<file path="src/hdl/assert_macros.svh">
// Assertion macros, used by the top-level RTL file of the block.
// Define ASSERT_OFF to compile the assertions away.
`ifndef ASSERT_MACROS_SVH
`define ASSERT_MACROS_SVH
`ifndef ASSERT_OFF
`define ASSERT_IMPL(label, clk, rst_n, prop) \
  label: assert property (@(posedge clk) disable iff (!rst_n) prop) else $error("assertion failed");
`define ASSERT_NEXT(label, clk, rst_n, cond, nxt) \
  label: assert property (@(posedge clk) disable iff (!rst_n) (cond) |=> (nxt)) else $error("assertion failed");
`else
`define ASSERT_IMPL(label, clk, rst_n, prop)
`define ASSERT_NEXT(label, clk, rst_n, cond, nxt)
`endif
`endif

</file>
<file path="src/hdl/tli_pkg.sv">
// Package of the table interpolation block: widths, command codes, status codes,
// and the controller-to-datapath command and status structs. No dependencies.
`default_nettype none
package tli_pkg;
  localparam int TableDepth = 256;
  localparam int IdxW = $clog2(TableDepth);
  localparam int CntW = IdxW + 1;
  localparam int DataW = 32;

  localparam logic CmdLoad = 1'b0;
  localparam logic CmdQuery = 1'b1;

  localparam logic [1:0] StInside = 2'd0;
  localparam logic [1:0] StLow = 2'd1;
  localparam logic [1:0] StHigh = 2'd2;

  // Read-port and datapath step selection.
  typedef struct packed {
    logic             write;     // store the load item
    logic             latch_q;   // capture query
    logic             rd_en;
    logic [IdxW-1:0]  rd_addr;
    logic [2:0]       rd_dst;    // which register takes the read data
    logic             div_start;
    logic             div_step;
    logic             finish;    // form the result
  } cmd_t;

  typedef struct packed {
    logic q_lt_x;     // query below read x (registered x)
    logic q_gt_x;
    logic dx_zero;
    logic div_done;
  } sts_t;

  localparam logic [2:0] DstX0 = 3'd0;
  localparam logic [2:0] DstY0 = 3'd1;
  localparam logic [2:0] DstXl = 3'd2;
  localparam logic [2:0] DstYl = 3'd3;
  localparam logic [2:0] DstXm = 3'd4;
  localparam logic [2:0] DstXa = 3'd5;
  localparam logic [2:0] DstYa = 3'd6;
  localparam logic [2:0] DstXb = 3'd7;
endpackage
`default_nettype wire

</file>
<file path="src/hdl/tli_ctrl.sv">
// Controller: handshake, clamp tests, binary search and divider sequencing.
// Depends on tli_pkg.
`default_nettype none
module tli_ctrl (
  input  wire                 clk_i,
  input  wire                 rst_ni,
  input  wire                 in_valid_i,
  output logic                in_stall_o,
  input  wire                 command_i,
  output logic                out_valid_o,
  input  wire                 out_stall_i,
  input  wire                 cfg_we_i,
  input  wire [8:0]           cfg_wdata_i,
  input  tli_pkg::sts_t       sts_i,
  output tli_pkg::cmd_t       cmd_o,
  output logic [1:0]          status_o,
  output logic [7:0]          seg_o,
  output logic                use_last_o
);
  import tli_pkg::*;

  localparam logic [4:0] SIdle = 5'd0, SRd0 = 5'd1, SRdL = 5'd2, SW0 = 5'd3,
                         SWl = 5'd4, SChk = 5'd5, SProbe = 5'd6, SPw = 5'd7,
                         SPc = 5'd8, SRa = 5'd9, SRb = 5'd10, SWb = 5'd11,
                         SDiv = 5'd12, SFin = 5'd13, SOut = 5'd14, SGap = 5'd15,
                         SStart = 5'd16;

  logic [4:0] st_q, st_d;
  logic [8:0] cnt_q;
  logic [CntW-1:0] n_q, lo_q, lo_d, hi_q, hi_d;
  logic [1:0] status_q, status_d;
  logic lt0_q, lt0_d;
  logic acc;

  assign in_stall_o = !(st_q == SIdle);
  assign acc = in_valid_i && !in_stall_o;
  assign out_valid_o = (st_q == SOut);

  always_ff @(posedge clk_i or negedge rst_ni) begin
    if (!rst_ni) cnt_q <= 9'd2;
    else if (cfg_we_i) cnt_q <= cfg_wdata_i;
  end

  logic [CntW-1:0] n_act, mid;
  assign n_act = (cnt_q < 9'd2) ? CntW'(2) : (cnt_q > 9'(TableDepth)) ? CntW'(TableDepth)
                                           : CntW'(cnt_q);
  assign mid = lo_q + ((hi_q - lo_q) >> 1);

  always_comb begin
    st_d = st_q;
    lo_d = lo_q;
    hi_d = hi_q;
    status_d = status_q;
    lt0_d = lt0_q;
    cmd_o = '0;
    cmd_o.rd_dst = DstX0;
    case (st_q)
      SIdle: if (acc) begin
        if (command_i == CmdLoad) begin
          cmd_o.write = 1'b1;
          st_d = SGap;
        end else begin
          cmd_o.latch_q = 1'b1;
          st_d = SRd0;
        end
      end
      SRd0: begin
        cmd_o.rd_en = 1'b1; cmd_o.rd_addr = '0; cmd_o.rd_dst = DstX0;
        st_d = SRdL;
      end
      SRdL: begin
        cmd_o.rd_en = 1'b1; cmd_o.rd_addr = IdxW'(n_q - CntW'(1));
        cmd_o.rd_dst = DstXl; st_d = SW0;
      end
      SW0: begin
        cmd_o.rd_dst = DstX0; st_d = SWl;
      end
      SWl: begin
        lt0_d = sts_i.q_lt_x; cmd_o.rd_dst = DstXl; st_d = SChk;
      end
      SChk: begin
        cmd_o.rd_dst = DstXl;
        if (lt0_q) begin status_d = StLow; lo_d = '0; st_d = SFin; end
        else if (sts_i.q_gt_x) begin
          status_d = StHigh; lo_d = n_q - CntW'(1); st_d = SFin;
        end else begin
          status_d = StInside; lo_d = '0; hi_d = n_q; st_d = SProbe;
        end
      end
      SProbe: begin
        cmd_o.rd_dst = DstXm;
        if (hi_q - lo_q > CntW'(1)) begin
          cmd_o.rd_en = 1'b1; cmd_o.rd_addr = IdxW'(mid); st_d = SPw;
        end else if (lo_q >= n_q - CntW'(1)) st_d = SFin;
        else st_d = SRa;
      end
      SPw: begin cmd_o.rd_dst = DstXm; st_d = SPc; end
      SPc: begin
        cmd_o.rd_dst = DstXm;
        if (sts_i.q_lt_x) hi_d = mid; else lo_d = mid;
        st_d = SProbe;
      end
      SRa: begin
        cmd_o.rd_en = 1'b1; cmd_o.rd_addr = IdxW'(lo_q); cmd_o.rd_dst = DstXa;
        st_d = SRb;
      end
      SRb: begin
        cmd_o.rd_en = 1'b1; cmd_o.rd_addr = IdxW'(lo_q + CntW'(1));
        cmd_o.rd_dst = DstXb; st_d = SWb;
      end
      SWb: begin cmd_o.rd_dst = DstXb; st_d = SStart; end
      // Both segment ends are captured by now, so the divider can be primed.
      SStart: begin cmd_o.rd_dst = DstXb; cmd_o.div_start = 1'b1; st_d = SDiv; end
      SDiv: begin
        cmd_o.rd_dst = DstXb;
        if (lo_d == lo_q && !sts_i.div_done && hi_q != '0) cmd_o.div_step = 1'b1;
        if (sts_i.div_done) st_d = SFin;
      end
      SFin: begin cmd_o.rd_dst = DstXb; cmd_o.finish = 1'b1; st_d = SOut; end
      SOut: begin cmd_o.rd_dst = DstXb; if (!out_stall_i) st_d = SIdle; end
      SGap: st_d = SIdle;
      default: st_d = SIdle;
    endcase
  end

  always_ff @(posedge clk_i or negedge rst_ni) begin
    if (!rst_ni) begin
      st_q <= SIdle;
      lo_q <= '0;
      hi_q <= CntW'(1);
      status_q <= StInside;
      lt0_q <= 1'b0;
      n_q <= CntW'(2);
    end else begin
      st_q <= st_d;
      lo_q <= lo_d;
      hi_q <= hi_d;
      status_q <= status_d;
      lt0_q <= lt0_d;
      if (acc) n_q <= n_act;
    end
  end

  assign status_o = status_d;
  assign seg_o = lo_q[7:0];
  assign use_last_o = (lo_q >= n_q - CntW'(1));
endmodule
`default_nettype wire
</file>
<file path="config.mk">
export PLATFORM = sky130hd
export DESIGN_NAME = tli_ctrl
export DESIGN_NICKNAME = d
export VERILOG_FILES = /design/src/hdl/assert_macros.svh /design/src/hdl/tli_pkg.sv /design/src/hdl/tli_ctrl.sv
export SDC_FILE = /design/constraint.sdc
export NUM_CORES = 1
export LEC_CHECK = 0
export BUFFER_PORTS_ARGS = -buffer_cell sky130_fd_sc_hd__buf_2
export CELL_PAD_IN_SITES_DETAIL_PLACEMENT = 1
export CELL_PAD_IN_SITES_GLOBAL_PLACEMENT = 1
export CORE_MARGIN = 2
export CORE_UTILIZATION = 41
export CTS_BUF_LIST = sky130_fd_sc_hd__clkbuf_4
export DETAILED_ROUTE_END_ITERATION = 12
export PLACE_DENSITY = 0.76
export SLEW_MARGIN = 20
export SYNTH_ARGS = -nofsm -noshare
export SYNTH_HDL_FRONTEND = slang
export SYNTH_SLANG_ARGS = --single-unit
</file>
<file path="constraint.sdc">
create_clock -name clk_i -period 3.9 [get_ports clk_i]
set_clock_uncertainty 0.2 [all_clocks]
set_input_delay 0.39 -clock clk_i [delete_from_list [all_inputs] [get_ports clk_i]]
set_output_delay 0.39 -clock clk_i [all_outputs]
set_load 0.005 [all_outputs]
</file>
# == Word level (Yosys, flattened, before mapping) ==
# Index checks and enable logic that the tools add are counted.
# op_classes
order_cmp,4
mux,33
n_eq_ne,22
add_sub_neg,4
n_reduce_logical,13
# op_table
cell,n
9-bit two-way mux,9
5-bit one-hot mux with 16 select lines,1
9-bit one-hot mux with 5 select lines,1
9-bit one-hot mux with 2 select lines,2
5-bit by 4-bit equality test with 1-bit output (second input constant),7
5-bit by 3-bit equality test with 1-bit output (second input constant),4
5-bit two-way mux,4
2-bit != test (second input constant),7
4-bit two-way mux,3
3-bit one-hot mux with 4 select lines,1
5-bit by 2-bit equality test with 1-bit output (second input constant),2
2-bit two-way mux,5
9-bit by 8-bit adder with 9-bit output,1
9-bit >= comparator,1
9-bit by 1-bit greater-than comparator with 1-bit output (second input constant),1
9-bit greater-than comparator (second input constant),1
9-bit by 2-bit less-than comparator with 1-bit output (second input constant),1
9-bit nonzero test,1
9-bit by 1-bit subtractor with 9-bit output (second input constant),1
9-bit subtractor,1
8-bit by 1-bit adder with 8-bit output (second input constant),1
1-bit two-way mux,6
3-bit OR reduction,2
6-bit OR reduction,1
other kinds (10),12
# word_totals
inputBits,19
word_cells,83
register_bits,44
out_inout_bits,30

# == Logic depth before layout (Yosys ltp) ==
# logic_depth
depth_word,5
depth_mapped,14
depth_no_buf,14

# == Worst setup path after synthesis ==
# OpenSTA, ideal clock, no wires.
# synth_path
kind,reg2out
from,register lo_q[1]
to,output cmd_o[12] (netlist name)
t_required_ns,3.310
arrival_ns,3.351
path_slack_ns,-0.041
path_buffers,0
path_stages_with_launch,11
path_cell_list,dfrtp_1 > inv_1 > ha_1 > nor2b_1 > o2111a_2 > o2111a_1 > a211oi_1 > ha_1 > or4b_2 > and3_1 > o221ai_1
# synth_rtl
item,line,text
start: declaration,tli_ctrl.sv:30,"logic [CntW-1:0] n_q, lo_q, lo_d, hi_q, hi_d;"
start signal: assignment,tli_ctrl.sv:136,lo_q <= lo_d;
end: declaration,tli_ctrl.sv:15,"output tli_pkg::cmd_t cmd_o,"

==> impl_metrics.sql <==
INSERT INTO impl_metrics (metric_group, metric, value, unit) VALUES
('run_status', 'outcome', 'complete, but fails checks', ''),
('run_status', 'failed_checks', 'negative setup slack', ''),
('route', 'drc', '0', ''),
('timing', 'fmax', '0.256', 'GHz'),
('global_route', 'first_pass_grt_wire_length', '19900', 'microns'),
('floorplan', 'die_height', '99.5', 'microns'),
('setup_path', 'reg2reg_slack', '0.20', 'ns'),
('setup_path', 'r2r_cells', '17', ''),
('run', 'timing.max_cap.violations', '0', ''),
('setup_path', 'r2r-start', 'hi_q[0]$_DFFE_PN1P_', ''),
('floorplan', 'floorplan.die_area', '9890', 'sq um'),
('setup_path', 'cp_cell_sequence', 'inv_2 > ha_4 > nor2b_1 > o2111a_2 > or3_4 > and2_4 > ha_4 > inv_1 > or4b_4 > and3_4 > o221ai_4 > buf_2', ''),
('floorplan', 'fp-row-count', '34', ''),
('setup_path', 'cp_slowest_cell', 'sky130_fd_sc_hd__or4b_4', ''),
('setup_path', 'cp_data_arrival_time', '3.32', 'ns'),
('route', 'detailedRoute.firstIterationViolations', '232', ''),
('cts', 'numCtsBuffers', '5', ''),
('route', 'drt_first_pass_iters', '5', ''),
('min_path', 'holdCritStartpoint', 'cfg_wdata_i[0]', ''),
('cts', 'clock_tree.root_cell', 'sky130_fd_sc_hd__clkbuf_4', ''),
('yosys', 'syn_nets', '499', ''),
('yosys', 'synthCells', '451', ''),
('route', 'vias', '3719', ''),
('route', 'wl_per_cell', '19.3', 'microns'),
('place', 'detailedPlacementHpwl', '9120', 'microns'),
('finish', 'fillers', '1071', ''),
('finish', 'postLayoutCoreUtil', '52.9', '%'),
('route', 'detail_route.vias_per_cell', '5.89', ''),
('setup_path', 'cp_slowest_stage_delay', '0.54', 'ns'),
('floorplan', 'core_area', '8760', 'sq um'),
('place', 'place_congestion', '0.875', ''),
('timing', 'setup_repair_after_global_routing_missed_its_margin', 'true', ''),
('cts', 'clk_pin_slew', '0.14', 'ns'),
('timing', 'hold_violations', '0', ''),
('floorplan', 'starting_utilization_of_the_core_area', '42.6', '%'),
('finish', 'final_common_cell', 'sky130_fd_sc_hd__buf_2', ''),
('setup_path', 'crit_end', 'cmd_o[12]', ''),
('setup_path', 'path_common_cell', 'sky130_fd_sc_hd__ha_4', ''),
('timing', 'final_max_slew_viol_count', '0', ''),
('cts', 'cts_tree', 'yes', ''),
('global_route', 'grt_max_degree', '45', ''),
('setup_path', 'critical_path_depth', '12', ''),
('yosys', 'synth-main-ff-cell', 'sky130_fd_sc_hd__dfrtp_1', ''),
('yosys', 'synthDominantAreaCellType', 'sky130_fd_sc_hd__dfrtp_1', ''),
('global_route', 'overall_track_demand_over_capacity_in_global_routing', '25.2', '%'),
('yosys', 'yosys-top-cells-area', 'sky130_fd_sc_hd__dfrtp_1 27%, sky130_fd_sc_hd__ha_1 9.0%, sky130_fd_sc_hd__o21ai_0 5.0%', ''),
('finish', 'area_growth', '24.1', '%'),
('yosys', 'synthDominantCellAreaShare', '27.5', '%'),
('timing', 'timing_worst_slew_pin_value', '0.694', 'ns'),
('floorplan', 'pin_count', '49', ''),
('finish', 'final_cell_mix', '46 x sky130_fd_sc_hd__buf_2, 43 x sky130_fd_sc_hd__nand2_1, 41 x sky130_fd_sc_hd__dfrtp_1, 40 x sky130_fd_sc_hd__nor2_1, 38 x sky130_fd_sc_hd__buf_4', ''),
('timing', 'setup_viol_count_final', '1', ''),
('cts', 'cts_sink_cnt', '44', ''),
('yosys', 'number_of_flops_mapped_to_enable_cells_by_yosys', '0', ''),
('timing', 'final.min_clock_period', '3.91', 'ns'),
('place', 'port_buffers', '47', ''),
('setup_path', 'element_type_at_the_critical_path_end', 'output pin', ''),
('yosys', 'ys_warn_count', '0', ''),
('floorplan', 'dieWidth', '99.5', 'microns'),
('global_route', 'global_route.overflow_total', '0', ''),
('cts', 'worstSkewPairLatency', '0.37', 'ns'),
('yosys', 'async_reset_ff_share', '100', '%'),
('setup_path', 'critPathTopFamily', 'simple AND/OR/NAND/NOR gates', ''),
('timing', 'post-route-worst-setup-slack', '-0.0114', 'ns'),
('setup_path', 'data_required_time_of_the_worst_path', '3.31', 'ns'),
('timing', 'timing.slew.headroom', '53.7', '%'),
('yosys', 'syn_area_per_cell', '8.28', 'sq um'),
('setup_path', 'crit_buf_inv', '3', ''),
('route', 'finalWirelength', '12200', 'microns'),
('timing', 'min_period_over_period', '100', '%'),
('finish', 'finalNetCount', '570', '');
==> metrics by stage <==
step                      setup WS [ns]  TNS, ns  instances  hold WS (ns)  area [sq um]
after floorplan                   0.134        0        451        -0.106          3740
after global placement           0.0199        0        607         0.278          4170
after detailed placement        -0.0292  -0.0292        607         0.290          4170
after CTS                       -0.0390  -0.0461        623        0.0106          4480
after global routing             -0.149   -0.312        631        0.0208          4640
final                           -0.0114  -0.0114        631        0.0226          4640
==> cells by family (layout without fill, tap and decap cells) <==
group / count (synthesis) / count (layout) / synth area share [%]
XOR/XNOR: 20 / 20 / 4.69
adder cells (fa/ha/maj): 29 / 29 / 10.1
multiplexers: 15 / 15 / 4.45
buffers and inverters: 52 / 124 / 6.06
flip-flops: 44 / 44 / 29.6
AND/OR/NAND/NOR: 158 / 158 / 21.0
AO/OA/AOI/OAI: 133 / 133 / 24.1
==> state kept, by name, summed over array words and instances, names as in the netlist <==
register  flops
status_q      2
st_q          5
lo_q          9
lt0_q         1
cnt_q         9
n_q           9
hi_q          9
==> synthesized netlist by cell type, drive strengths merged (3+ instances only) <==
cell type	number
o211ai	4
nand3	12
o21a	6
nor2b	8
inv	29
o22ai	5
a21o	4
and3	4
dfrtp	41
nor3b	9
mux2	13
dfstp	3
xor2	7
nor3	10
a21oi	21
a22o	7
a2111oi	3
and2	3
o221ai	5
nand2b	8
nand2	43
o21ai	38
a211oi	9
a31oi	7
buf	10
o31ai	5
clkbuf	13
nand3b	5
xnor2	13
nor2	41
ha	27
nor4	6
==> final cells by class <==
class                      instances  area [sq um]  share of cell area [%]
clock buffer                       5          37.5                   0.810
clock inverter                     3          46.3                   0.999
inverter                          29           109                    2.35
multi-input combinational        355          2650                    57.1
sequential                        44          1100                    23.8
tap                              108           135                    2.91
timing repair buffer              87           557                    12.0
==> repair_timing <==
action,4_1_cts,5_1_grt
buffers inserted,8,7
pin swaps,15,17
hold endpoints to repair,0,41
hold buffers,0,1
gates resized for setup,31,19
endpoints found under the setup margin,9,12
gates cloned,0,0
==> worst reg2reg max path: stages (launching register included) <==
cell	delay, ns
sky130_fd_sc_hd__dfstp_2	0.57
sky130_fd_sc_hd__inv_2	0.05
sky130_fd_sc_hd__ha_4	0.15
sky130_fd_sc_hd__inv_2	0.05
sky130_fd_sc_hd__fa_2	0.25
sky130_fd_sc_hd__a211oi_4	0.09
sky130_fd_sc_hd__or4b_4	0.55
sky130_fd_sc_hd__nand3_4	0.11
sky130_fd_sc_hd__ha_4	0.21
sky130_fd_sc_hd__buf_6	0.12
sky130_fd_sc_hd__o21ai_2	0.09
sky130_fd_sc_hd__nand2b_1	0.12
sky130_fd_sc_hd__buf_4	0.16
sky130_fd_sc_hd__buf_4	0.12
sky130_fd_sc_hd__buf_4	0.12
sky130_fd_sc_hd__a31oi_2	0.27
sky130_fd_sc_hd__o32ai_1	0.13
sky130_fd_sc_hd__a22o_1	0.25
==> worst min-delay path by stage <==
| stage | depth (start not counted) | end | slack [ns] |
|---|---|---|---|
| final | 3 | cnt_q[0]$_DFFE_PN0P_ | 0.02 |
| after global routing | 2 | cnt_q[2]$_DFFE_PN0P_ | 0.02 |
| after CTS | 1 | cnt_q[5]$_DFFE_PN0P_ | 0.01 |
| after detailed placement | 1 | status_q[0]$_DFF_PN0_ | 0.29 |
| after global placement | 1 | status_q[0]$_DFF_PN0_ | 0.28 |
| after floorplan | 0 | cnt_q[0]$_DFFE_PN0P_ | -0.11 |
==> metal layers <==
metal | vias up | track usage, % | wire [microns]
li1 | 1783 | - | -
met1 | 1822 | 34.1 | 5500
met2 | 96 | 43.4 | 5990
met3 | 18 | 3.16 | 490
met4 | 0 | 5.58 | 212
met5 | - | 0 | 0
Power is left out: the tool's default activity adds up to more than one toggle a clock period on the data nets, which glitch-free logic cannot reach.
